===== config.mk =====
export PLATFORM = sky130hd
export DESIGN_NAME = sorted_string_set_engine
export DESIGN_NICKNAME = d
export VERILOG_FILES = /design/src/design/sss_pkg.sv /design/src/design/sss_ctrl.sv /design/src/design/sss_dpath.sv /design/src/design/sorted_string_set_engine.sv
export SDC_FILE = /design/constraint.sdc
export NUM_CORES = 2
export LEC_CHECK = 0
export BUFFER_PORTS_ARGS = -buffer_cell sky130_fd_sc_hd__buf_2
export CAP_MARGIN = 20
export CORE_ASPECT_RATIO = 1.5
export CORE_UTILIZATION = 66
export CTS_CLUSTER_DIAMETER = 60
export DETAILED_ROUTE_END_ITERATION = 6
export PLACE_DENSITY_LB_ADDON = 0.12
export SYNTH_ARGS = -nofsm -noshare
export SYNTH_HDL_FRONTEND = slang
export SYNTH_HIERARCHICAL = 1
export SYNTH_SLANG_ARGS = --single-unit

===== constraint.sdc =====
create_clock -name clk -period 24 [get_ports clk]
set_input_delay 4.8 -clock clk [delete_from_list [all_inputs] [get_ports clk]]
set_output_delay 4.8 -clock clk [all_outputs]
set_load 0.01 [all_outputs]

===== src/design/sss_pkg.sv =====
// ----------------------------------------------------------------------------
// sss_pkg
// Shared types, codes and defaults of the sorted string set engine.
// ----------------------------------------------------------------------------
package sss_pkg;

  localparam int CAPACITY_DEF  = 16;
  localparam int KEY_BYTES_DEF = 20;

  localparam logic [1:0] REQ_INSERT = 2'd0;
  localparam logic [1:0] REQ_DELETE = 2'd1;
  localparam logic [1:0] REQ_READ   = 2'd2;
  localparam logic [1:0] REQ_NONE   = 2'd3;

  localparam logic [2:0] ST_INSERTED  = 3'd0;
  localparam logic [2:0] ST_DELETED   = 3'd1;
  localparam logic [2:0] ST_NOT_FOUND = 3'd2;
  localparam logic [2:0] ST_FULL      = 3'd3;
  localparam logic [2:0] ST_TOO_LONG  = 3'd4;
  localparam logic [2:0] ST_BYTE      = 3'd5;
  localparam logic [2:0] ST_BAD_INDEX = 3'd6;

  typedef struct packed {
    logic [1:0] req_type;
    logic [7:0] key_char;
    logic       key_last;
    logic [3:0] entry_index;
  } req_word_t;

  typedef struct packed {
    logic [2:0] status;
    logic [7:0] out_char;
    logic       out_last;
    logic [4:0] entry_count;
  } rsp_word_t;

  typedef struct packed {
    logic       in_take;
    logic       key_clr;
    logic       p_clr;
    logic       p_inc;
    logic       set_eq;
    logic       i_load_p;
    logic       i_load_cnt;
    logic       i_step;
    logic       j_clr;
    logic       j_inc;
    logic       lrd;
    logic       lrd_src;
    logic       lwr_mv;
    logic       lwr_key;
    logic       wrd;
    logic       wrd_src;
    logic       krd;
    logic       wwr_mv;
    logic       wwr_key;
    logic       cnt_inc;
    logic       cnt_dec;
    logic       out_load;
    logic [2:0] out_code;
    logic       out_byte;
  } cmd_t;

  typedef struct packed {
    logic [1:0] req;
    logic       last;
    logic       ovf_now;
    logic       full;
    logic       idx_bad;
    logic       j_lt_n;
    logic       key_eq_w;
    logic       key_lt_w;
    logic       byte_ne;
    logic       key_byte_lt;
    logic       p_lt_cnt;
    logic       i_gt_p;
    logic       i_nxt_lt_cnt;
    logic       j_lt_wl;
    logic       j_lt_klen;
    logic       j_last;
    logic       del;
    logic       eq_found;
    logic       out_busy;
  } sts_t;

endpackage


===== src/design/sss_ctrl.sv =====
// ----------------------------------------------------------------------------
// sss_ctrl
// Sequencer for key collection, sorted search, entry moves and reads.
// ----------------------------------------------------------------------------
module sss_ctrl import sss_pkg::*; (
  input  logic clk,
  input  logic rst,
  input  logic in_valid,
  output logic in_stall,
  input  sts_t sts,
  output cmd_t cmd
);

  typedef enum logic [19:0] {
    S_IDLE      = 20'h00001,
    S_RES       = 20'h00002,
    S_RD_LEN    = 20'h00004,
    S_RD_CHK    = 20'h00008,
    S_RD_BYTE   = 20'h00010,
    S_RD_OUT    = 20'h00020,
    S_RD_WAIT   = 20'h00040,
    S_SRCH_CHK  = 20'h00080,
    S_CMP_LEN   = 20'h00100,
    S_CMP_BYTE  = 20'h00200,
    S_CMP_CHK   = 20'h00400,
    S_OP        = 20'h00800,
    S_SHIFT_CHK = 20'h01000,
    S_MV_LEN    = 20'h02000,
    S_MV_LENW   = 20'h04000,
    S_MV_RD     = 20'h08000,
    S_MV_WR     = 20'h10000,
    S_KW_LEN    = 20'h20000,
    S_KW_RD     = 20'h40000,
    S_KW_WR     = 20'h80000
  } state_t;

  state_t state, state_next;

  assign in_stall = (state != S_IDLE);

  always_ff @(posedge clk) begin
    if (rst) begin
      state <= S_IDLE;
    end else begin
      state <= state_next;
    end
  end

  always_comb begin
    cmd = '0;
    state_next = state;
    case (state)
      S_IDLE: begin
        if (in_valid) begin
          cmd.in_take = 1'b1;
          case (sts.req)
            REQ_READ: begin
              if (sts.idx_bad) begin
                cmd.out_load = 1'b1;
                cmd.out_code = ST_BAD_INDEX;
                state_next = S_RES;
              end else begin
                state_next = S_RD_LEN;
              end
            end
            REQ_INSERT, REQ_DELETE: begin
              if (sts.last) begin
                if (sts.ovf_now) begin
                  cmd.out_load = 1'b1;
                  cmd.out_code = ST_TOO_LONG;
                  cmd.key_clr = 1'b1;
                  state_next = S_RES;
                end else if (sts.req == REQ_INSERT && sts.full) begin
                  cmd.out_load = 1'b1;
                  cmd.out_code = ST_FULL;
                  cmd.key_clr = 1'b1;
                  state_next = S_RES;
                end else begin
                  cmd.p_clr = 1'b1;
                  state_next = S_SRCH_CHK;
                end
              end
            end
            default: state_next = S_IDLE;
          endcase
        end
      end
      S_RES: begin
        if (!sts.out_busy) state_next = S_IDLE;
      end
      S_RD_LEN: begin
        cmd.lrd = 1'b1;
        cmd.j_clr = 1'b1;
        state_next = S_RD_CHK;
      end
      S_RD_CHK: begin
        if (!sts.j_lt_wl) begin
          cmd.out_load = 1'b1;
          cmd.out_code = ST_BYTE;
          state_next = S_RES;
        end else begin
          state_next = S_RD_BYTE;
        end
      end
      S_RD_BYTE: begin
        cmd.wrd = 1'b1;
        state_next = S_RD_OUT;
      end
      S_RD_OUT: begin
        cmd.out_load = 1'b1;
        cmd.out_code = ST_BYTE;
        cmd.out_byte = 1'b1;
        state_next = S_RD_WAIT;
      end
      S_RD_WAIT: begin
        if (!sts.out_busy) begin
          if (sts.j_last) begin
            state_next = S_IDLE;
          end else begin
            cmd.j_inc = 1'b1;
            state_next = S_RD_BYTE;
          end
        end
      end
      S_SRCH_CHK: begin
        state_next = sts.p_lt_cnt ? S_CMP_LEN : S_OP;
      end
      S_CMP_LEN: begin
        cmd.lrd = 1'b1;
        cmd.j_clr = 1'b1;
        state_next = S_CMP_BYTE;
      end
      S_CMP_BYTE: begin
        if (sts.j_lt_n) begin
          cmd.wrd = 1'b1;
          cmd.krd = 1'b1;
          state_next = S_CMP_CHK;
        end else if (sts.key_eq_w) begin
          cmd.set_eq = 1'b1;
          state_next = S_OP;
        end else if (sts.key_lt_w) begin
          state_next = S_OP;
        end else begin
          cmd.p_inc = 1'b1;
          state_next = S_SRCH_CHK;
        end
      end
      S_CMP_CHK: begin
        if (!sts.byte_ne) begin
          cmd.j_inc = 1'b1;
          state_next = S_CMP_BYTE;
        end else if (sts.key_byte_lt) begin
          state_next = S_OP;
        end else begin
          cmd.p_inc = 1'b1;
          state_next = S_SRCH_CHK;
        end
      end
      S_OP: begin
        if (!sts.del) begin
          cmd.i_load_cnt = 1'b1;
          state_next = S_SHIFT_CHK;
        end else if (sts.p_lt_cnt && sts.eq_found) begin
          cmd.i_load_p = 1'b1;
          state_next = S_SHIFT_CHK;
        end else begin
          cmd.out_load = 1'b1;
          cmd.out_code = ST_NOT_FOUND;
          cmd.key_clr = 1'b1;
          state_next = S_RES;
        end
      end
      S_SHIFT_CHK: begin
        if (sts.del) begin
          if (sts.i_nxt_lt_cnt) begin
            state_next = S_MV_LEN;
          end else begin
            cmd.cnt_dec = 1'b1;
            cmd.out_load = 1'b1;
            cmd.out_code = ST_DELETED;
            cmd.key_clr = 1'b1;
            state_next = S_RES;
          end
        end else begin
          state_next = sts.i_gt_p ? S_MV_LEN : S_KW_LEN;
        end
      end
      S_MV_LEN: begin
        cmd.lrd = 1'b1;
        cmd.lrd_src = 1'b1;
        state_next = S_MV_LENW;
      end
      S_MV_LENW: begin
        cmd.lwr_mv = 1'b1;
        cmd.j_clr = 1'b1;
        state_next = S_MV_RD;
      end
      S_MV_RD: begin
        if (sts.j_lt_wl) begin
          cmd.wrd = 1'b1;
          cmd.wrd_src = 1'b1;
          state_next = S_MV_WR;
        end else begin
          cmd.i_step = 1'b1;
          state_next = S_SHIFT_CHK;
        end
      end
      S_MV_WR: begin
        cmd.wwr_mv = 1'b1;
        cmd.j_inc = 1'b1;
        state_next = S_MV_RD;
      end
      S_KW_LEN: begin
        cmd.lwr_key = 1'b1;
        cmd.j_clr = 1'b1;
        state_next = S_KW_RD;
      end
      S_KW_RD: begin
        if (sts.j_lt_klen) begin
          cmd.krd = 1'b1;
          state_next = S_KW_WR;
        end else begin
          cmd.cnt_inc = 1'b1;
          cmd.out_load = 1'b1;
          cmd.out_code = ST_INSERTED;
          cmd.key_clr = 1'b1;
          state_next = S_RES;
        end
      end
      S_KW_WR: begin
        cmd.wwr_key = 1'b1;
        cmd.j_inc = 1'b1;
        state_next = S_KW_RD;
      end
      default: state_next = S_IDLE;
    endcase
  end

endmodule


===== src/design/sss_dpath.sv =====
// ----------------------------------------------------------------------------
// sss_dpath
// Key buffer, word and length memories, counters and the result register.
// ----------------------------------------------------------------------------
module sss_dpath import sss_pkg::*; #(
  parameter int CAPACITY  = CAPACITY_DEF,
  parameter int KEY_BYTES = KEY_BYTES_DEF
) (
  input  logic      clk,
  input  logic      rst,
  input  req_word_t req,
  input  cmd_t      cmd,
  output sts_t      sts,
  output logic      rsp_valid,
  input  logic      rsp_stall,
  output rsp_word_t rsp
);

  localparam int CW  = $clog2(CAPACITY + 1);
  localparam int PW  = $clog2(CAPACITY);
  localparam int JW  = $clog2(KEY_BYTES + 1);
  localparam int KIW = $clog2(KEY_BYTES);
  localparam int AW  = $clog2(CAPACITY * KEY_BYTES);
  localparam int WD  = CAPACITY * KEY_BYTES;

  logic [7:0]    kbuf [KEY_BYTES];
  logic [7:0]    wmem [WD];
  logic [JW-1:0] lmem [CAPACITY];

  logic [JW-1:0] klen;
  logic          ovf;
  logic [CW-1:0] count;
  logic [CW-1:0] p;
  logic [CW-1:0] i;
  logic [JW-1:0] j;
  logic          del;
  logic          eq_found;
  logic [7:0]    kbuf_q;
  logic [7:0]    wmem_q;
  logic [JW-1:0] lmem_q;

  logic          is_key;
  logic          ch_nz;
  logic          room;
  logic [CW-1:0] src;
  logic [PW-1:0] slot_rd;
  logic [PW-1:0] slot_wr;
  logic [AW-1:0] wrd_addr;
  logic [AW-1:0] wwr_addr;
  logic [CW-1:0] count_next;

  assign is_key = cmd.in_take && (req.req_type == REQ_INSERT || req.req_type == REQ_DELETE);
  assign ch_nz  = (req.key_char != 8'd0);
  assign room   = (32'(klen) < KEY_BYTES);
  assign src    = del ? i + CW'(1) : i - CW'(1);

  assign slot_rd  = (cmd.lrd_src || cmd.wrd_src) ? PW'(src) : PW'(p);
  assign slot_wr  = cmd.wwr_mv ? PW'(i) : PW'(p);
  assign wrd_addr = AW'(slot_rd) * AW'(KEY_BYTES) + AW'(j);
  assign wwr_addr = AW'(slot_wr) * AW'(KEY_BYTES) + AW'(j);

  always_comb begin
    count_next = count;
    if (cmd.cnt_inc) count_next = count + CW'(1);
    if (cmd.cnt_dec) count_next = count - CW'(1);
  end

  always_ff @(posedge clk) begin
    if (is_key && ch_nz && room) kbuf[klen[KIW-1:0]] <= req.key_char;
    if (cmd.krd) kbuf_q <= kbuf[j[KIW-1:0]];
    if (cmd.wrd) wmem_q <= wmem[wrd_addr];
    if (cmd.wwr_mv) wmem[wwr_addr] <= wmem_q;
    if (cmd.wwr_key) wmem[wwr_addr] <= kbuf_q;
    if (cmd.lrd) lmem_q <= lmem[slot_rd];
    if (cmd.lwr_mv) lmem[PW'(i)] <= lmem_q;
    if (cmd.lwr_key) lmem[PW'(p)] <= klen;
  end

  always_ff @(posedge clk) begin
    if (rst) begin
      klen     <= '0;
      ovf      <= 1'b0;
      count    <= '0;
      p        <= '0;
      i        <= '0;
      j        <= '0;
      del      <= 1'b0;
      eq_found <= 1'b0;
    end else begin
      if (cmd.key_clr) begin
        klen <= '0;
        ovf  <= 1'b0;
      end else if (is_key && ch_nz) begin
        if (room) klen <= klen + JW'(1);
        else ovf <= 1'b1;
      end
      if (is_key) del <= (req.req_type == REQ_DELETE);
      count <= count_next;
      if (cmd.in_take && req.req_type == REQ_READ) begin
        p <= CW'(req.entry_index);
      end else if (cmd.p_clr) begin
        p <= '0;
      end else if (cmd.p_inc) begin
        p <= p + CW'(1);
      end
      if (cmd.p_clr) eq_found <= 1'b0;
      else if (cmd.set_eq) eq_found <= 1'b1;
      if (cmd.i_load_p) i <= p;
      else if (cmd.i_load_cnt) i <= count;
      else if (cmd.i_step) i <= src;
      if (cmd.j_clr) j <= '0;
      else if (cmd.j_inc) j <= j + JW'(1);
    end
  end

  always_ff @(posedge clk) begin
    if (rst) begin
      rsp_valid <= 1'b0;
    end else if (cmd.out_load) begin
      rsp_valid <= 1'b1;
    end else if (!rsp_stall) begin
      rsp_valid <= 1'b0;
    end
  end

  always_ff @(posedge clk) begin
    if (cmd.out_load) begin
      rsp.status      <= cmd.out_code;
      rsp.out_char    <= cmd.out_byte ? wmem_q : 8'd0;
      rsp.out_last    <= cmd.out_byte ? (32'(j) + 1 == 32'(lmem_q)) : 1'b1;
      rsp.entry_count <= 5'(count_next);
    end
  end

  always_comb begin
    sts.req          = req.req_type;
    sts.last         = req.key_last;
    sts.ovf_now      = ovf || (ch_nz && !room);
    sts.full         = (32'(count) >= CAPACITY);
    sts.idx_bad      = (32'(req.entry_index) >= 32'(count));
    sts.j_lt_n       = (j < klen) && (j < lmem_q);
    sts.key_eq_w     = (klen == lmem_q);
    sts.key_lt_w     = (klen < lmem_q);
    sts.byte_ne      = (kbuf_q != wmem_q);
    sts.key_byte_lt  = (kbuf_q < wmem_q);
    sts.p_lt_cnt     = (p < count);
    sts.i_gt_p       = (i > p);
    sts.i_nxt_lt_cnt = (32'(i) + 1 < 32'(count));
    sts.j_lt_wl      = (j < lmem_q);
    sts.j_lt_klen    = (j < klen);
    sts.j_last       = (32'(j) + 1 == 32'(lmem_q));
    sts.del          = del;
    sts.eq_found     = eq_found;
    sts.out_busy     = rsp_valid;
  end

endmodule


===== src/design/sorted_string_set_engine.sv =====
// ----------------------------------------------------------------------------
// sorted_string_set_engine
// Sorted table of short byte strings with insert, delete and indexed read.
//
//   channel  direction  handshake            word
//   req      in         req_valid/req_stall  req_word_t
//   rsp      out        rsp_valid/rsp_stall  rsp_word_t
//
// A key byte that is not last is taken while the engine stays idle. A read
// fetches the entry length, then reads each byte and waits until its result
// is taken. Insert and delete search the sorted entries byte by byte, move
// each shifted entry; insert then writes the key. All use the word memory.
// Reset is synchronous and clears the counts; memories hold no reset.
// req_stall is high whenever an operation or result is pending.
// ----------------------------------------------------------------------------
module sorted_string_set_engine import sss_pkg::*; #(
  parameter int CAPACITY  = CAPACITY_DEF,
  parameter int KEY_BYTES = KEY_BYTES_DEF
) (
  input  logic      clk,
  input  logic      rst,
  input  logic      req_valid,
  output logic      req_stall,
  input  req_word_t req,
  output logic      rsp_valid,
  input  logic      rsp_stall,
  output rsp_word_t rsp
);

  cmd_t cmd;
  sts_t sts;

  sss_ctrl u_ctrl (
    .clk      (clk),
    .rst      (rst),
    .in_valid (req_valid),
    .in_stall (req_stall),
    .sts      (sts),
    .cmd      (cmd)
  );

  sss_dpath #(
    .CAPACITY  (CAPACITY),
    .KEY_BYTES (KEY_BYTES)
  ) u_dpath (
    .clk       (clk),
    .rst       (rst),
    .req       (req),
    .cmd       (cmd),
    .sts       (sts),
    .rsp_valid (rsp_valid),
    .rsp_stall (rsp_stall),
    .rsp       (rsp)
  );

endmodule


-- Word-level counts from Yosys, hierarchy flattened
Memory sizes are Yosys's and may differ from the RTL's. A register that Yosys moved wholly into a read port is not among the register bits.
Index checks and enable logic that the tools add are counted.
W data, S select, Z words.
- register bits after elaboration: 66
- bits in writable memories: 2800
- output and inout port bits: 19
- logic and storage cells: 217
- memories: 3
- memories (name ; words ; width ; read ports ; clocked after memory_dff ; wr ports ; line ; text):
    u_dpath.wmem ; 320 ; 8 ; 1 ; 1 ; 1 ; sss_dpath.sv:27 ; logic [7:0] wmem [WD];
    u_dpath.kbuf ; 20 ; 8 ; 1 ; 1 ; 1 ; sss_dpath.sv:26 ; logic [7:0] kbuf [KEY_BYTES];
    u_dpath.lmem ; 16 ; 5 ; 1 ; 1 ; 1 ; sss_dpath.sv:28 ; logic [JW-1:0] lmem [CAPACITY];
- add/subtract/negate cells: 11
- multiply operators: 2
- magnitude comparators: 10
- eq/ne operators: 31
- muxes and demuxes: 113
- bitwise logic cells: 2
- reductions and logical operators: 30
- operators with widths (cell ; number):
    $pmux W20 S18 ; 1
    $mux W20 ; 7
    $mux W12 ; 5
    $mux W4 ; 15
    $mux W5 ; 11
    $mux W1 ; 51
    $pmux W20 S2 ; 1
    $eq A32 B5 Y1 ; 1
    $lt A32 B5 Y1 ; 1
    $mux W13 ; 2
    $add A5 B1 Y5 const B ; 5
    $mux W8 ; 3
    $pmux W4 S6 ; 1
    $eq A20 B1 Y1 const B ; 1
    $eq A20 B10 Y1 const B ; 1
    $eq A20 B11 Y1 const B ; 1
    $eq A20 B12 Y1 const B ; 1
    $eq A20 B13 Y1 const B ; 1
    $eq A20 B14 Y1 const B ; 1
    $eq A20 B15 Y1 const B ; 1
    $eq A20 B16 Y1 const B ; 1
    $eq A20 B17 Y1 const B ; 1
    $eq A20 B18 Y1 const B ; 1
    $eq A20 B19 Y1 const B ; 1
    other kinds (50) ; 84

-- Depth between registers and ports, before layout
- depth in word-level cells: 14
- mapped depth: 34

-- Hierarchy
The synthesis kept the hierarchy.
- modules (own cells, without submodules) (module ; instances ; cells an instance ; area each (um2) ; seq. area each (um2)):
    sss_dpath ; 1 ; 5630 ; 114193.3 ; 85802.3
    sss_ctrl ; 1 ; 199 ; 1562.7 ; 400.4

-- Least setup slack after synthesis
Ideal clock, no wire load.
- kind: register to register
- start point: register u_ctrl.state[6]
- end point: memory u_dpath.wmem[0][4] (data pin)
- arrival time: 13.644 ns
- slack: 7.673 ns
- stages on the path, launching flop included: 8
- path buffers: 3
- cell sequence: dfxtp_1 -> clkbuf_1 -> nor4_4 -> nand4_4 -> nor3_1 -> clkbuf_1 -> clkbuf_1 -> o21ai_0
- RTL lines (what ; line ; text):
    start, declared ; sss_ctrl.sv:37 ; state_t state, state_next;
    start signal, assigned ; sss_ctrl.sv:45 ; state <= state_next;
    end, declared ; sss_dpath.sv:27 ;

==> flow_metrics.py <==
metrics = {
    "status": {
        "status": "finished with violations",
        "violations": "DRC",
    },
    "critical_path": {
        "crit_required_ns": 24.65,
        "cp_max_fo": 47,
        "critical_path_class": "flop to flop",
        "end_kind": "flop",
        "cp.arrival_ns": 10.05,
        "cp-start-kind": "flop",
    },
    "timing": {
        "fmax_mhz": 106,
        "fin_ws_ns": 14.60,
        "worst_slew_pin_slew_ns": 1.23,
        "grt_setup_unrepaired": "false",
        "setup-tns-final_ns": 0,
        "min_period_ns": 9.40,
        "skew_ns": 0.0598,
        "period_share_pct": 39.2,
        "setup_viol": 0,
        "hold_viol": 0,
        "max_slew_margin_pct": 15.9,
        "drv_slew": 0,
    },
    "finish": {
        "fin_util_pct": 72.9,
        "area_delta_synth_final_pct": 9.33,
        "nFillCells": 9942,
        "final_common_cell": "edfxtp_1",
        "final_cells": 8369,
        "fin_nets": 6001,
        "drive_above_1_share_pct": 21.9,
        "final_cell_mix": "edfxtp_1 (2838), mux4_2 (744), nor2_1 (452)",
    },
    "detailed_routing": {
        "drc_errors": 12,
        "vias": 60000,
        "firstDrtPassIters": 7,
        "routed_wl_um": 308000,
        "drtIter0Drc": 7735,
        "routedWlPerCell_um": 36.8,
        "viasPerCell": 7.17,
        "antenna_left": 0,
    },
    "synth": {
        "synthFlopType": "edfxtp_1",
        "synth_seq_area_share_pct": 74.5,
        "synth_area_per_cell_um2": 19.9,
        "synth_edf_count": 2838,
        "netlist_instances": 5829,
        "ys_ff_latch": 2887,
        "async_flop_share_pct": 0,
        "synth.distinct_cells": 98,
        "syn_nets": 5928,
        "syn-cell-area_um2": 116000,
        "synth_warnings": 6,
    },
    "place": {
        "place_worst_setup_slack_ns": 14.68,
        "portBuffers": 37,
        "hpwl_um": 192000,
        "place_congestion": 0.932,
        "dp_cells": 7884,
    },
    "clock_tree": {
        "cts_root_buffer": "clkbuf_16",
        "ctsResizeCount": 0,
        "cts.clk_slew.worst_paths_ns": 0.06,
        "clock_tree.buffer_depth": 4,
        "htreeDepth": 5,
        "cts_buffers": 278,
        "clock_latency_ns": 0.95,
        "cts_tree": "done",
        "clock_sinks": 2887,
        "cts_setup_buffers": 0,
        "hold_buffers": 0,
    },
    "die": {
        "die_x_um": 344,
        "die_h_um": 515,
        "ios": 38,
        "core_area_um2": 174000,
        "initial_core_util_pct": 66.7,
        "dieArea_um2": 177000,
        "rows": 187,
    },
    "pwr": {
        "total_power_mw": 9.88,
        "ir_drop_uv": 80.8,
        "power_density_nw_per_um2": 78.1,
        "p_leak_nw": 38.4,
    },
    "global_routing": {
        "grt_pass1_vias": 59600,
        "grt_max_degree": 226,
        "antenna_found_initial": 11,
        "grt_pass1_wl_um": 435000,
        "grt_usage_pct": 35.4,
        "overflow": 0,
    },
    "min_path": {
        "hold_class": "flop to flop",
    },
    "job": {
        "drv_cap": 0,
    },
}
-- layout make-up --
class / instances / area [um^2] / share of cell area (%)
Timing Repair Buffer: 145 / 1330 / 1.05
Tap cell: 2268 / 2840 / 2.24
Inverter: 56 / 211 / 0.167
Antenna cell: 5 / 12.5 / 0.00989
Sequential cell: 2887 / 86200 / 68.1
Clock buffer: 346 / 7280 / 5.75
Clock inverter: 128 / 1040 / 0.821
Multi-Input combinational cell: 2534 / 27600 / 21.8
-- final timing paths --
kind                            slack, ns                 to  cells after the start          from
worst max-delay path                14.60  u_dpath/wmem_q[2]                     22  u_dpath/j[0]
worst min-delay path                 0.52        u_dpath/ovf                      1   u_dpath/ovf
worst max register to register      14.60  u_dpath/wmem_q[2]                     22  u_dpath/j[0]
worst min register to register       0.52        u_dpath/ovf                      1   u_dpath/ovf
-- Yosys cell counts, drive strengths merged (8+ instances only) --
cell,count,area (um^2)
nand3,80,400
a221oi,16,140
o211ai,15,113
a31oi,22,138
clkbuf,172,646
xnor2,32,280
dfxtp,49,981
a21o,9,67.6
o221ai,30,269
and3,23,144
nor3,51,255
mux2,21,236
inv,54,203
nand2,295,1110
a22o,11,96.3
mux4,744,16800
a22oi,22,165
nor4,26,233
edfxtp,2838,85200
and2,24,153
mux2i,81,811
o21bai,8,60.1
a21oi,55,275
o21ai,134,674
xor2,18,158
buf,180,1310
o22ai,82,513
nand4,30,209
nor2,454,1710
nand2b,21,131
nor2b,23,144
ha,75,938
-- flip-flops by register name (all words and copies together) (netlist names), 8 cells and up --
| register | flops |
|---|---|
| u_dpath/kbuf_q | 8 |
| u_dpath/lmem | 80 |
| u_dpath/wmem_q | 8 |
| u_ctrl/state | 20 |
| u_dpath/kbuf | 160 |
| u_dpath/rsp | 17 |
| u_dpath/wmem | 2560 |
-- where the power goes --
group / total, mW / internal (mW) / switching, mW / leakage [nW]
Combinational: 0.310 / 0.0979 / 0.212 / 8.50
Clock: 4.10 / 2.30 / 1.80 / 4.05
Sequential: 5.47 / 5.46 / 0.00849 / 25.9
Total: 9.88 / 7.86 / 2.02 / 38.4
-- per-layer routing --
metal	vias up	GRT usage (%)	part of all wire (%)
met2	4083	58.1	50
met5	-	0	0.0088
met1	31000	43.2	32
met4	4	22.8	7.7
met3	944	7.13	9.9
li1	24000	-	-
-- critical path, cell delays in order, from the launching register on --
cell and delay [ns]:
dfxtp_4 0.57, inv_2 0.61, ha_1 0.26, nor2b_1 0.05
o21a_1 0.16, o21ai_0 0.16, nand2b_1 0.08, a21oi_1 0.75
nand4_1 0.28, inv_1 0.20, nor2_1 0.15, a21oi_1 0.65
inv_1 0.43, ha_1 0.40, ha_1 0.54, xor2_4 0.71
buf_4 0.78, nand3_1 0.92, o22ai_1 0.47, nor4_1 0.12
a22o_1 0.24, o211ai_1 0.41, o211ai_1 0.16
-- stage by stage --
step,instance area [um^2],hold WS [ns]
6_report,127000,0.523
3_5_place_dp,118000,0.502
4_1_cts,126000,0.515
5_1_grt,127000,0.534
2_1_floorplan,116000,0.469
3_3_place_gp,118000,0.479
-- kinds of logic after synthesis --
group | share of synthesized area (%)
flip-flops | 74.5
multiplexers | 15.4
adder cells (fa/ha/maj) | 0.897
buffers and inverters | 1.87
AO/OA/AOI/OAI | 2.82
XOR/XNOR | 0.378
AND/OR/NAND/NOR | 4.18
(Power assumes the default switching activity.)
